<file path="src/hdl/rraf_pkg.sv">
// types and constants shared by the rounded rectangle fill pipeline
package rraf_pkg;

  localparam int PIX_W       = 12;
  localparam int CH_W        = 8;
  localparam int RAD_W       = 12;
  localparam int SQ_W        = 2 * RAD_W;
  localparam int REM_W       = RAD_W + 2;
  localparam int FRONT_STAGES = 5;
  localparam int ROOT_STAGES  = RAD_W;
  localparam int BACK_STAGES  = 3;
  localparam int N_STAGES     = FRONT_STAGES + ROOT_STAGES + BACK_STAGES;
  localparam int CFG_IDX_W    = 3;
  localparam int CFG_DATA_W   = 32;

  typedef enum logic [CFG_IDX_W-1:0] {
    REG_FILL_COLOR,
    REG_FILL_ALPHA,
    REG_RECT_LR,
    REG_RECT_TB,
    REG_CORNER_RADIUS,
    REG_CLIP_LR,
    REG_CLIP_TB,
    REG_CLIP_ENABLE
  } cfg_reg_t;

  typedef struct packed {
    logic [23:0]      fill_color;
    logic [CH_W-1:0]  fill_alpha;
    logic [31:0]      rect_lr;
    logic [31:0]      rect_tb;
    logic [RAD_W-1:0] corner_radius;
    logic [31:0]      clip_lr;
    logic [31:0]      clip_tb;
    logic             clip_enable;
  } cfg_t;

  localparam cfg_t CFG_RESET = '{
    fill_color:    24'd0,
    fill_alpha:    8'd255,
    rect_lr:       32'd0,
    rect_tb:       32'd0,
    corner_radius: 12'd0,
    clip_lr:       32'd0,
    clip_tb:       32'd0,
    clip_enable:   1'b0
  };

  typedef struct packed {
    logic [CH_W-1:0] blue;
    logic [CH_W-1:0] green;
    logic [CH_W-1:0] red;
    logic [CH_W-1:0] alpha;
  } dst_t;

  typedef struct packed {
    logic [PIX_W-1:0] x;
    logic             row_ok;
    logic [RAD_W-1:0] r;
    dst_t             dst;
  } ctx_t;

  typedef struct packed {
    ctx_t            ctx;
    logic [SQ_W-1:0] rad;
  } root_job_t;

  typedef struct packed {
    ctx_t             ctx;
    logic [RAD_W-1:0] root;
  } root_res_t;

  typedef struct packed {
    logic [CH_W-1:0] out_blue;
    logic [CH_W-1:0] out_green;
    logic [CH_W-1:0] out_red;
    logic [CH_W-1:0] out_alpha;
    logic            covered;
  } result_t;

endpackage

</file>
<file path="src/hdl/rraf_if.sv">
// pixel stream interfaces: canvas pixels in, blended pixels out
interface rraf_in_if import rraf_pkg::*; ();
  logic             valid;
  logic             ready;
  logic [PIX_W-1:0] pixel_x;
  logic [PIX_W-1:0] pixel_y;
  logic [CH_W-1:0]  dst_blue;
  logic [CH_W-1:0]  dst_green;
  logic [CH_W-1:0]  dst_red;
  logic [CH_W-1:0]  dst_alpha;

  modport source (output valid, pixel_x, pixel_y, dst_blue, dst_green, dst_red, dst_alpha,
                  input ready);
  modport sink (input valid, pixel_x, pixel_y, dst_blue, dst_green, dst_red, dst_alpha,
                output ready);
endinterface

interface rraf_out_if import rraf_pkg::*; ();
  logic            valid;
  logic            ready;
  logic [CH_W-1:0] out_blue;
  logic [CH_W-1:0] out_green;
  logic [CH_W-1:0] out_red;
  logic [CH_W-1:0] out_alpha;
  logic            covered;

  modport source (output valid, out_blue, out_green, out_red, out_alpha, covered,
                  input ready);
  modport sink (input valid, out_blue, out_green, out_red, out_alpha, covered,
                output ready);
endinterface

</file>
<file path="src/hdl/rraf_front.sv">
// row test, radius clamp, corner row offset and squared radicand
module rraf_front import rraf_pkg::*; #(
  parameter int MAX_DIM = 4096
) (
  input  logic             clk,
  input  logic             en,
  input  cfg_t             cfg,
  input  logic [PIX_W-1:0] in_x,
  input  logic [PIX_W-1:0] in_y,
  input  dst_t             in_dst,
  output root_job_t        job
);

  localparam logic [16:0] DIM_LIM = 17'(MAX_DIM);

  typedef struct packed {
    logic [PIX_W-1:0] x;
    logic [PIX_W-1:0] y;
    dst_t             dst;
    logic             row_ok;
    logic [14:0]      half_w;
    logic [14:0]      half_h;
  } s1_t;

  typedef struct packed {
    logic [PIX_W-1:0] x;
    logic [PIX_W-1:0] y;
    dst_t             dst;
    logic             row_ok;
    logic [RAD_W-1:0] r;
  } s2_t;

  typedef struct packed {
    logic [PIX_W-1:0] x;
    dst_t             dst;
    logic             row_ok;
    logic [RAD_W-1:0] r;
    logic [RAD_W-1:0] dy;
  } s3_t;

  typedef struct packed {
    logic [PIX_W-1:0] x;
    dst_t             dst;
    logic             row_ok;
    logic [RAD_W-1:0] r;
    logic [SQ_W-1:0]  rr;
    logic [SQ_W-1:0]  dd;
  } s4_t;

  logic [15:0] l, rx, t, bx, ct, cb;
  logic [15:0] y16, w, h;
  logic [14:0] max_r;
  logic [16:0] y17, top_r, bot_r, diff_top, diff_bot;
  s1_t       s1, s1_next;
  s2_t       s2, s2_next;
  s3_t       s3, s3_next;
  s4_t       s4, s4_next;
  root_job_t job_next;

  assign l  = cfg.rect_lr[15:0];
  assign rx = cfg.rect_lr[31:16];
  assign t  = cfg.rect_tb[15:0];
  assign bx = cfg.rect_tb[31:16];
  assign ct = cfg.clip_tb[15:0];
  assign cb = cfg.clip_tb[31:16];

  // stage 1: row range and half sides
  always_comb begin
    y16 = 16'(in_y);
    w   = rx - l;
    h   = bx - t;
    s1_next.x      = in_x;
    s1_next.y      = in_y;
    s1_next.dst    = in_dst;
    s1_next.row_ok = (rx > l) && (y16 >= t) && (y16 < bx) && (17'(y16) < DIM_LIM) &&
                     (!cfg.clip_enable || ((y16 >= ct) && (y16 < cb)));
    s1_next.half_w = w[15:1];
    s1_next.half_h = h[15:1];
  end

  // stage 2: clamp radius
  always_comb begin
    max_r = (s1.half_w < s1.half_h) ? s1.half_w : s1.half_h;
    s2_next.x      = s1.x;
    s2_next.y      = s1.y;
    s2_next.dst    = s1.dst;
    s2_next.row_ok = s1.row_ok;
    s2_next.r      = (15'(cfg.corner_radius) > max_r) ? max_r[RAD_W-1:0] : cfg.corner_radius;
  end

  // stage 3: distance into a corner band
  always_comb begin
    y17      = 17'(s2.y);
    top_r    = 17'(t) + 17'(s2.r);
    bot_r    = 17'(bx) - 17'(s2.r);
    diff_top = top_r - y17;
    diff_bot = y17 + 17'(s2.r) + 17'd1 - 17'(bx);
    s3_next.x      = s2.x;
    s3_next.dst    = s2.dst;
    s3_next.row_ok = s2.row_ok;
    s3_next.r      = s2.r;
    if (y17 < top_r) begin
      s3_next.dy = diff_top[RAD_W-1:0];
    end else if (y17 >= bot_r) begin
      s3_next.dy = diff_bot[RAD_W-1:0];
    end else begin
      s3_next.dy = '0;
    end
  end

  // stage 4: squares
  always_comb begin
    s4_next.x      = s3.x;
    s4_next.dst    = s3.dst;
    s4_next.row_ok = s3.row_ok;
    s4_next.r      = s3.r;
    s4_next.rr     = s3.r * s3.r;
    s4_next.dd     = s3.dy * s3.dy;
  end

  // stage 5: radicand
  always_comb begin
    job_next.ctx.x      = s4.x;
    job_next.ctx.row_ok = s4.row_ok;
    job_next.ctx.r      = s4.r;
    job_next.ctx.dst    = s4.dst;
    job_next.rad        = s4.rr - s4.dd;
  end

  always_ff @(posedge clk) begin
    if (en) begin
      s1  <= s1_next;
      s2  <= s2_next;
      s3  <= s3_next;
      s4  <= s4_next;
      job <= job_next;
    end
  end

endmodule

</file>
<file path="src/hdl/rraf_sqrt.sv">
// pipelined floor square root, one result bit per stage
module rraf_sqrt import rraf_pkg::*; (
  input  logic      clk,
  input  logic      en,
  input  root_job_t job,
  output root_res_t res
);

  typedef struct packed {
    logic [SQ_W-1:0]  rad;
    logic [REM_W-1:0] rem;
    logic [RAD_W-1:0] root;
    ctx_t             ctx;
  } sq_t;

  sq_t              st     [ROOT_STAGES];
  sq_t              src    [ROOT_STAGES];
  sq_t              nx     [ROOT_STAGES];
  logic [REM_W+1:0] rem_sh [ROOT_STAGES];
  logic [REM_W+1:0] trial  [ROOT_STAGES];
  logic [REM_W+1:0] diff   [ROOT_STAGES];
  logic             ge     [ROOT_STAGES];

  always_comb begin
    src[0].rad  = job.rad;
    src[0].rem  = '0;
    src[0].root = '0;
    src[0].ctx  = job.ctx;
    for (int i = 1; i < ROOT_STAGES; i++) begin
      src[i] = st[i-1];
    end
    for (int i = 0; i < ROOT_STAGES; i++) begin
      rem_sh[i]   = {src[i].rem, src[i].rad[SQ_W-1 -: 2]};
      trial[i]    = {2'b00, src[i].root, 2'b01};
      diff[i]     = rem_sh[i] - trial[i];
      ge[i]       = rem_sh[i] >= trial[i];
      nx[i].rad   = {src[i].rad[SQ_W-3:0], 2'b00};
      nx[i].rem   = ge[i] ? diff[i][REM_W-1:0] : rem_sh[i][REM_W-1:0];
      nx[i].root  = {src[i].root[RAD_W-2:0], ge[i]};
      nx[i].ctx   = src[i].ctx;
    end
  end

  always_ff @(posedge clk) begin
    if (en) begin
      for (int i = 0; i < ROOT_STAGES; i++) begin
        st[i] <= nx[i];
      end
    end
  end

  assign res.ctx  = st[ROOT_STAGES-1].ctx;
  assign res.root = st[ROOT_STAGES-1].root;

endmodule

</file>
<file path="src/hdl/rraf_blend.sv">
// row span, coverage test and source-over blend
module rraf_blend import rraf_pkg::*; #(
  parameter int MAX_DIM = 4096
) (
  input  logic      clk,
  input  logic      en,
  input  cfg_t      cfg,
  input  root_res_t rr_in,
  output result_t   res
);

  localparam logic signed [17:0] DIM_MAX_X = 18'(MAX_DIM - 1);

  typedef struct packed {
    logic [PIX_W-1:0]   x;
    dst_t               dst;
    logic               row_ok;
    logic [16:0]        x0;
    logic signed [17:0] x1;
  } s18_t;

  typedef struct packed {
    logic [PIX_W-1:0]   x;
    dst_t               dst;
    logic               row_ok;
    logic [16:0]        lo;
    logic signed [17:0] hi;
    logic [15:0]        cb_a;
    logic [15:0]        cg_a;
    logic [15:0]        cr_a;
    logic [15:0]        db_i;
    logic [15:0]        dg_i;
    logic [15:0]        dr_i;
    logic [15:0]        da_i;
  } s19_t;

  s18_t               s18, s18_next;
  s19_t               s19, s19_next;
  result_t            res_next;
  logic [RAD_W-1:0]   inset;
  logic [16:0]        clip_l;
  logic signed [17:0] x1_s, hi_a, cr_m1, hi_s, x_s;
  logic [CH_W-1:0]    ia;
  logic [8:0]         v_b, v_g, v_r, v_a;
  logic               cov;

  function automatic logic [8:0] div255(input logic [16:0] t);
    logic [16:0] q;
    q = t + 17'd1 + (t >> 8);
    return q[16:8];
  endfunction

  function automatic logic [CH_W-1:0] sat8(input logic [8:0] v);
    return v[8] ? 8'hFF : v[7:0];
  endfunction

  // stage 18: inset span
  always_comb begin
    inset = rr_in.ctx.r - rr_in.root;
    s18_next.x      = rr_in.ctx.x;
    s18_next.dst    = rr_in.ctx.dst;
    s18_next.row_ok = rr_in.ctx.row_ok;
    s18_next.x0     = 17'(cfg.rect_lr[15:0]) + 17'(inset);
    s18_next.x1     = $signed({2'b00, cfg.rect_lr[31:16]}) - 18'sd1 - $signed({6'b0, inset});
  end

  // stage 19: canvas and clip bounds, blend products
  always_comb begin
    clip_l = 17'(cfg.clip_lr[15:0]);
    x1_s   = s18.x1;
    cr_m1  = $signed({2'b00, cfg.clip_lr[31:16]}) - 18'sd1;
    hi_a   = (x1_s > DIM_MAX_X) ? DIM_MAX_X : x1_s;
    ia     = 8'd255 - cfg.fill_alpha;
    s19_next.x      = s18.x;
    s19_next.dst    = s18.dst;
    s19_next.row_ok = s18.row_ok;
    s19_next.lo     = (cfg.clip_enable && (clip_l > s18.x0)) ? clip_l : s18.x0;
    s19_next.hi     = (cfg.clip_enable && (cr_m1 < hi_a)) ? cr_m1 : hi_a;
    s19_next.cb_a   = cfg.fill_color[23:16] * cfg.fill_alpha;
    s19_next.cg_a   = cfg.fill_color[15:8] * cfg.fill_alpha;
    s19_next.cr_a   = cfg.fill_color[7:0] * cfg.fill_alpha;
    s19_next.db_i   = s18.dst.blue * ia;
    s19_next.dg_i   = s18.dst.green * ia;
    s19_next.dr_i   = s18.dst.red * ia;
    s19_next.da_i   = s18.dst.alpha * ia;
  end

  // stage 20: coverage and rounding divide by 255
  always_comb begin
    hi_s = s19.hi;
    x_s  = $signed({6'b0, s19.x});
    cov  = s19.row_ok && (17'(s19.x) >= s19.lo) && (x_s <= hi_s);
    v_b  = div255(17'(s19.cb_a) + 17'(s19.db_i) + 17'd127);
    v_g  = div255(17'(s19.cg_a) + 17'(s19.dg_i) + 17'd127);
    v_r  = div255(17'(s19.cr_a) + 17'(s19.dr_i) + 17'd127);
    v_a  = 9'(cfg.fill_alpha) + div255(17'(s19.da_i) + 17'd127);
    res_next.covered = cov;
    if (cov) begin
      res_next.out_blue  = sat8(v_b);
      res_next.out_green = sat8(v_g);
      res_next.out_red   = sat8(v_r);
      res_next.out_alpha = sat8(v_a);
    end else begin
      res_next.out_blue  = s19.dst.blue;
      res_next.out_green = s19.dst.green;
      res_next.out_red   = s19.dst.red;
      res_next.out_alpha = s19.dst.alpha;
    end
  end

  always_ff @(posedge clk) begin
    if (en) begin
      s18 <= s18_next;
      s19 <= s19_next;
      res <= res_next;
    end
  end

endmodule

</file>
<file path="src/hdl/rounded_rect_alpha_fill_top.sv">
// rounded rectangle fill: config registers, stage valids and output skid
// throughput: one pixel per clock; the 20-stage pipeline and its 12-stage square root
// advance together and hold only while the skid register is occupied
// reset: synchronous, clears all valids (stage, output and skid valids) and the config
// registers (fill alpha to 255, others to 0); no clearing pass, ready right after reset
module rounded_rect_alpha_fill_top import rraf_pkg::*; #(
  parameter int MAX_DIM = 4096
) (
  input  logic                  clk,
  input  logic                  rst,
  input  logic                  cfg_we,
  input  logic [CFG_IDX_W-1:0]  cfg_index,
  input  logic [CFG_DATA_W-1:0] cfg_wdata,
  rraf_in_if.sink               pix_in,
  rraf_out_if.source            pix_out
);

  cfg_t                cfg;
  logic [N_STAGES-1:0] v;
  logic                en, leave, ov, sv;
  dst_t                in_dst;
  root_job_t           job;
  root_res_t           root_res;
  result_t             res, odata, sdata;

  always_ff @(posedge clk) begin
    if (rst) begin
      cfg <= CFG_RESET;
    end else if (cfg_we) begin
      unique case (cfg_reg_t'(cfg_index))
        REG_FILL_COLOR:    cfg.fill_color    <= cfg_wdata[23:0];
        REG_FILL_ALPHA:    cfg.fill_alpha    <= cfg_wdata[CH_W-1:0];
        REG_RECT_LR:       cfg.rect_lr       <= cfg_wdata;
        REG_RECT_TB:       cfg.rect_tb       <= cfg_wdata;
        REG_CORNER_RADIUS: cfg.corner_radius <= cfg_wdata[RAD_W-1:0];
        REG_CLIP_LR:       cfg.clip_lr       <= cfg_wdata;
        REG_CLIP_TB:       cfg.clip_tb       <= cfg_wdata;
        REG_CLIP_ENABLE:   cfg.clip_enable   <= cfg_wdata[0];
      endcase
    end
  end

  assign en           = !sv;
  assign leave        = en && v[N_STAGES-1];
  assign pix_in.ready = en;

  assign in_dst = '{
    blue:  pix_in.dst_blue,
    green: pix_in.dst_green,
    red:   pix_in.dst_red,
    alpha: pix_in.dst_alpha
  };

  always_ff @(posedge clk) begin
    if (rst) begin
      v <= '0;
    end else if (en) begin
      v <= {v[N_STAGES-2:0], pix_in.valid};
    end
  end

  rraf_front #(.MAX_DIM(MAX_DIM)) u_front (
    .clk    (clk),
    .en     (en),
    .cfg    (cfg),
    .in_x   (pix_in.pixel_x),
    .in_y   (pix_in.pixel_y),
    .in_dst (in_dst),
    .job    (job)
  );

  rraf_sqrt u_sqrt (
    .clk (clk),
    .en  (en),
    .job (job),
    .res (root_res)
  );

  rraf_blend #(.MAX_DIM(MAX_DIM)) u_blend (
    .clk   (clk),
    .en    (en),
    .cfg   (cfg),
    .rr_in (root_res),
    .res   (res)
  );

  // output register with one skid entry behind it
  always_ff @(posedge clk) begin
    if (rst) begin
      ov <= 1'b0;
      sv <= 1'b0;
    end else if (ov && pix_out.ready) begin
      if (sv) begin
        sv <= 1'b0;
      end else if (!leave) begin
        ov <= 1'b0;
      end
    end else if (!ov) begin
      ov <= leave;
    end else if (leave) begin
      sv <= 1'b1;
    end
  end

  always_ff @(posedge clk) begin
    if (ov && pix_out.ready) begin
      if (sv) begin
        odata <= sdata;
      end else if (leave) begin
        odata <= res;
      end
    end else if (!ov) begin
      if (leave) begin
        odata <= res;
      end
    end else if (leave) begin
      sdata <= res;
    end
  end

  assign pix_out.valid     = ov;
  assign pix_out.out_blue  = odata.out_blue;
  assign pix_out.out_green = odata.out_green;
  assign pix_out.out_red   = odata.out_red;
  assign pix_out.out_alpha = odata.out_alpha;
  assign pix_out.covered   = odata.covered;

`ifndef SYNTH
  a_stall_only_when_full: assert property (@(posedge clk) disable iff (rst)
    !pix_in.ready |-> pix_out.valid)
    else $error("input stalled while output register empty");

  a_accept_enters_pipe: assert property (@(posedge clk) disable iff (rst)
    (pix_in.valid && pix_in.ready) |=> v[0])
    else $error("accepted beat missing from first stage");

  a_leave_lands: assert property (@(posedge clk) disable iff (rst)
    (v[N_STAGES-1] && en) |=> pix_out.valid)
    else $error("result leaving pipeline was dropped");

  a_reset_clear: assert property (@(posedge clk)
    rst |=> (!pix_out.valid && pix_in.ready && (v == '0)))
    else $error("pipeline not clear after reset");
`endif

endmodule
</file>
<file path="src/flat_wrapper.sv">
// flat-port wrapper written by rule: the top's interface ports become plain ports
module rounded_rect_alpha_fill_top_flat import rraf_pkg::*;
#(
  parameter int MAX_DIM = 4096
)
  (clk, rst, cfg_we, cfg_index, cfg_wdata, pix_in_valid, pix_in_pixel_x, pix_in_pixel_y, pix_in_dst_blue, pix_in_dst_green, pix_in_dst_red, pix_in_dst_alpha, pix_in_ready, pix_out_valid, pix_out_out_blue, pix_out_out_green, pix_out_out_red, pix_out_out_alpha, pix_out_covered, pix_out_ready);
  rraf_in_if pix_in_i ();
  rraf_out_if pix_out_i ();
  input  logic clk;
  input  logic rst;
  input  logic cfg_we;
  input  logic [CFG_IDX_W-1:0] cfg_index;
  input  logic [CFG_DATA_W-1:0] cfg_wdata;
  input wire logic [$bits(pix_in_i.valid)-1:0] pix_in_valid;
  input wire logic [$bits(pix_in_i.pixel_x)-1:0] pix_in_pixel_x;
  input wire logic [$bits(pix_in_i.pixel_y)-1:0] pix_in_pixel_y;
  input wire logic [$bits(pix_in_i.dst_blue)-1:0] pix_in_dst_blue;
  input wire logic [$bits(pix_in_i.dst_green)-1:0] pix_in_dst_green;
  input wire logic [$bits(pix_in_i.dst_red)-1:0] pix_in_dst_red;
  input wire logic [$bits(pix_in_i.dst_alpha)-1:0] pix_in_dst_alpha;
  output wire logic [$bits(pix_in_i.ready)-1:0] pix_in_ready;
  output wire logic [$bits(pix_out_i.valid)-1:0] pix_out_valid;
  output wire logic [$bits(pix_out_i.out_blue)-1:0] pix_out_out_blue;
  output wire logic [$bits(pix_out_i.out_green)-1:0] pix_out_out_green;
  output wire logic [$bits(pix_out_i.out_red)-1:0] pix_out_out_red;
  output wire logic [$bits(pix_out_i.out_alpha)-1:0] pix_out_out_alpha;
  output wire logic [$bits(pix_out_i.covered)-1:0] pix_out_covered;
  input wire logic [$bits(pix_out_i.ready)-1:0] pix_out_ready;
  assign pix_in_i.valid = pix_in_valid;
  assign pix_in_i.pixel_x = pix_in_pixel_x;
  assign pix_in_i.pixel_y = pix_in_pixel_y;
  assign pix_in_i.dst_blue = pix_in_dst_blue;
  assign pix_in_i.dst_green = pix_in_dst_green;
  assign pix_in_i.dst_red = pix_in_dst_red;
  assign pix_in_i.dst_alpha = pix_in_dst_alpha;
  assign pix_in_ready = pix_in_i.ready;
  assign pix_out_valid = pix_out_i.valid;
  assign pix_out_out_blue = pix_out_i.out_blue;
  assign pix_out_out_green = pix_out_i.out_green;
  assign pix_out_out_red = pix_out_i.out_red;
  assign pix_out_out_alpha = pix_out_i.out_alpha;
  assign pix_out_covered = pix_out_i.covered;
  assign pix_out_i.ready = pix_out_ready;
  rounded_rect_alpha_fill_top #(.MAX_DIM(MAX_DIM)) u_core (.clk(clk), .rst(rst), .cfg_we(cfg_we), .cfg_index(cfg_index), .cfg_wdata(cfg_wdata), .pix_in(pix_in_i), .pix_out(pix_out_i));
endmodule
</file>
<file path="config.mk">
export PLATFORM = sky130hd
export DESIGN_NAME = rounded_rect_alpha_fill_top_flat
export DESIGN_NICKNAME = d
export VERILOG_FILES = /design/src/hdl/rraf_pkg.sv /design/src/hdl/rraf_if.sv /design/src/hdl/rraf_front.sv /design/src/hdl/rraf_sqrt.sv /design/src/hdl/rraf_blend.sv /design/src/hdl/rounded_rect_alpha_fill_top.sv /design/src/flat_wrapper.sv
export SDC_FILE = /design/constraint.sdc
export NUM_CORES = 2
export LEC_CHECK = 0
export BUFFER_PORTS_ARGS = -buffer_cell sky130_fd_sc_hd__buf_2
export CELL_PAD_IN_SITES_DETAIL_PLACEMENT = 0
export CELL_PAD_IN_SITES_GLOBAL_PLACEMENT = 2
export CORE_MARGIN = 10
export CORE_UTILIZATION = 40
export CTS_CLUSTER_DIAMETER = 50
export DETAILED_ROUTE_END_ITERATION = 6
export MAX_ROUTING_LAYER = met4
export PLACE_DENSITY_LB_ADDON = 0.1
export SYNTH_ARGS = -nofsm -noshare
export SYNTH_HDL_FRONTEND = slang
export SYNTH_HIERARCHICAL = 1
export SYNTH_SLANG_ARGS = --single-unit
</file>
<file path="constraint.sdc">
create_clock -name clk -period 69.3 [get_ports clk]
set_input_delay 6.93 -clock clk [delete_from_list [all_inputs] [get_ports clk]]
set_output_delay 6.93 -clock clk [all_outputs]
set_load 0.02 [all_outputs]
</file>
==> metrics <==
status=finished, final reports clean; GRT overflow=0; worst-path fanout max=26; DRT Pass-1 Iters=5; Worst-Margin Slew=1160 ps; leak pwr=0.0522 uW; register area share after synthesis=0.544; CTS H-tree lvls=5; FILL cells=24400; CTS Hold Buffers Added=0; top_reg_cell synth=edfxtp_1; Synth async-reset ratio=0; Site Rows=190; Vias=62500; post-route setup slack=60240 ps; most common cell after layout, fill and taps aside=edfxtp_1; EDFF count, synth=1813; I/O pin cnt=roughly 130; FF-to-FF setup slack=between 60000 and 70000 ps; vias in the first global route=63300; critical path data required time=between 60000 and 70000 ps; share of cells above drive strength 1=0.0830; final RePlAce weighted congestion=0.851; chip height=538 microns; worst flop-to-flop path startpoint=u_core/u_front/s3[19]; Yosys warning total=6; FF+latch count, synth=2008; Skew-Pair Late Insertion Delay=890 ps; CTS tree=done; Final Core Density=0.453; CTS buffer count=273; worst vdd ir=between 0.02 and 0.025 mV; pin count of the biggest net entering global routing=166; Clock Skews=between 80 and 90 ps; Synth cell types=around 110; post-CTS setup buffer count=0; GRT Total Usage=0.169; CP endpoint kind=output pin; Highest Clock Rate=110 MHz; Synth Instances=between 8000 and 9000; cell area after synthesis=107000 sq um; initial antenna violation count=60; Avg Vias per Cell=4.95; Crit Path Class=register to output pin; Max-cap violations=0; Slew HR=0.207; Avg WL per Cell=19.0 microns; crit path time final=slightly above 9000 ps; FF-to-FF path depth=19; Die Wd=538 microns; area grow syn2layout=13.0%; Syn Nets=~10000; detailed placer's ending HPWL=173 mm; Tcrit/Tclk final=0.131; Hold Startpoint=u_core/u_sqrt/st[0][407]; Worst Hold Depth=0; CTS sink cnt=~2000; post-route ant nets=0; first-pass GRT wire length=374 mm; NumNets Final=10300; clock buffer depth=4; Fin. Hold Viols=0; setup TNS=0 ps; die area=just under 300000 sq um; Hold WS=391 ps; drt initial violations=around 3800; worst hold path type=register to register; Core Region=267000 sq um; Root Driver=clkbuf_16; CP Launch Type=register; PD cells=about 31 nW/um^2; endpoints failing setup=0; most frequent cells in the layout=edfxtp_1 (1813), inv_1 (1117), ha_1 (885); DRC=0; starting density of the core=0.401; post-place setup slack=60050 ps; mean post-synth cell area=12.5 sq um; Hold Path Sink=u_core/u_sqrt/st[1][100]; Worst-path clk slew=50 ps; reg-to-reg endpoint=u_core/u_front/s4[47]; # resized after CTS=0; Routed WL=approximately 240 mm; IO Port Bufs=130; Critical Path AT=2130 ps; Final Slew Violations=0; RSZ-0062 raised after global routing=no
routing by layer:
layer  GRT usage  vias up  share of wire
li1            -    30500              -
met1       0.239    30500           0.49
met2       0.257     1036           0.45
met3      0.0189      416          0.034
met4      0.0528        0          0.032
met5           -        -              0
where the power goes:
part | switching (uW) | internal (uW) | leakage (uW)
logic | 410 | 305 | 0.0266
clock network | 549 | 861 | 0.00450
registers | 103 | 1530 | 0.0211
total | 1060 | 2700 | 0.0522
critical path, cell delays in order, from the launching register on:
cell     delay, ps
dfxtp_1        300
buf_4          380
inv_8          160
buf_2          320
state kept, by name, indices dropped and copies added (netlist names), 57 cells and up:
signal and flops:
u_core/u_sqrt/st 1034, u_core/u_front/job_next 57, u_core/cfg 173, u_core/u_front/s3 69, u_core/u_blend/s19 174, u_core/u_front/s1 87
u_core/u_front/s2 69, u_core/u_blend/s18 62, u_core/u_front/job 81
metrics by stage:
| step | instance area, sq um | cells | total power, uW |
|---|---|---|---|
| 3_3_place_gp | 112000 | 12100 | 2370 |
| 6_report | 121000 | 12600 | 3760 |
| 4_1_cts | 121000 | 12600 | 3820 |
| 3_5_place_dp | 112000 | 12100 | 2380 |
| 2_1_floorplan | 107000 | 8594 | 2160 |
| 5_1_grt | 121000 | 12600 | 3980 |
logic make-up (layout without fill, tap and decap cells):
group / count (synthesis) / in the layout / share of synthesized area
simple gates: 2109 / 2109 / 0.0994
compound gates: 1282 / 1282 / 0.0763
flops: 2008 / 2008 / 0.544
other cells: 1 / 21 / 0.0000350
buf+inv: 1317 / 1784 / 0.0481
mux: 126 / 126 / 0.0122
xor+xnor: 432 / 432 / 0.0354
fa+ha+maj: 1319 / 1319 / 0.184
worst max-delay path by stage:
| stage | startpoint | endpoint | slack (ps) | depth (start not counted) |
|---|---|---|---|---|
| CTS | u_core/sv | pix_in_ready | 60140 | 3 |
| global route | u_core/sv | pix_in_ready | 60120 | 3 |
| detailed placement | pix_in_pixel_y[0] | u_core/u_front/s1[30] | 60050 | 12 |
| global placement | pix_in_pixel_y[0] | u_core/u_front/s1[30] | 59950 | 12 |
| floorplan | u_core/sv | pix_in_ready | 28080 | 3 |
| finish | u_core/sv | pix_in_ready | 60240 | 3 |
synth_stat cells (all sizes together), types with 68 or more instances:
library cell / n / area, sq um
o21a: 68 / 510
xor2: 149 / 1310
a21o: 113 / 848
dfxtp: 195 / 3900
ha: 885 / 11100
nor3: 109 / 599
and2: 201 / 1260
nand3: 84 / 433
nor2: 342 / 1290
buf: 78 / 508
clkbuf: 118 / 443
edfxtp: 1813 / 54400
o21ai: 247 / 1240
inv: 1119 / 4200
mux2i: 91 / 911
nand2b: 180 / 1130
fa: 434 / 8690
xnor2: 283 / 2490
nand2: 716 / 2690
nor2b: 221 / 1380
a21oi: 457 / 2340
cell type report:
type	instances	area (sq um)	area share
repair buffers	175	1060	0.00873
well taps	3552	4440	0.0367
flip-flops and latches	2008	58400	0.482
clock inverters	167	2010	0.0166
diodes	20	50.0	0.000413
clock buffers	321	7260	0.0599
inverters	1121	4220	0.0348
multi-input cells	5269	43700	0.361
No activity file was read; power rests on OpenSTA's default activity.
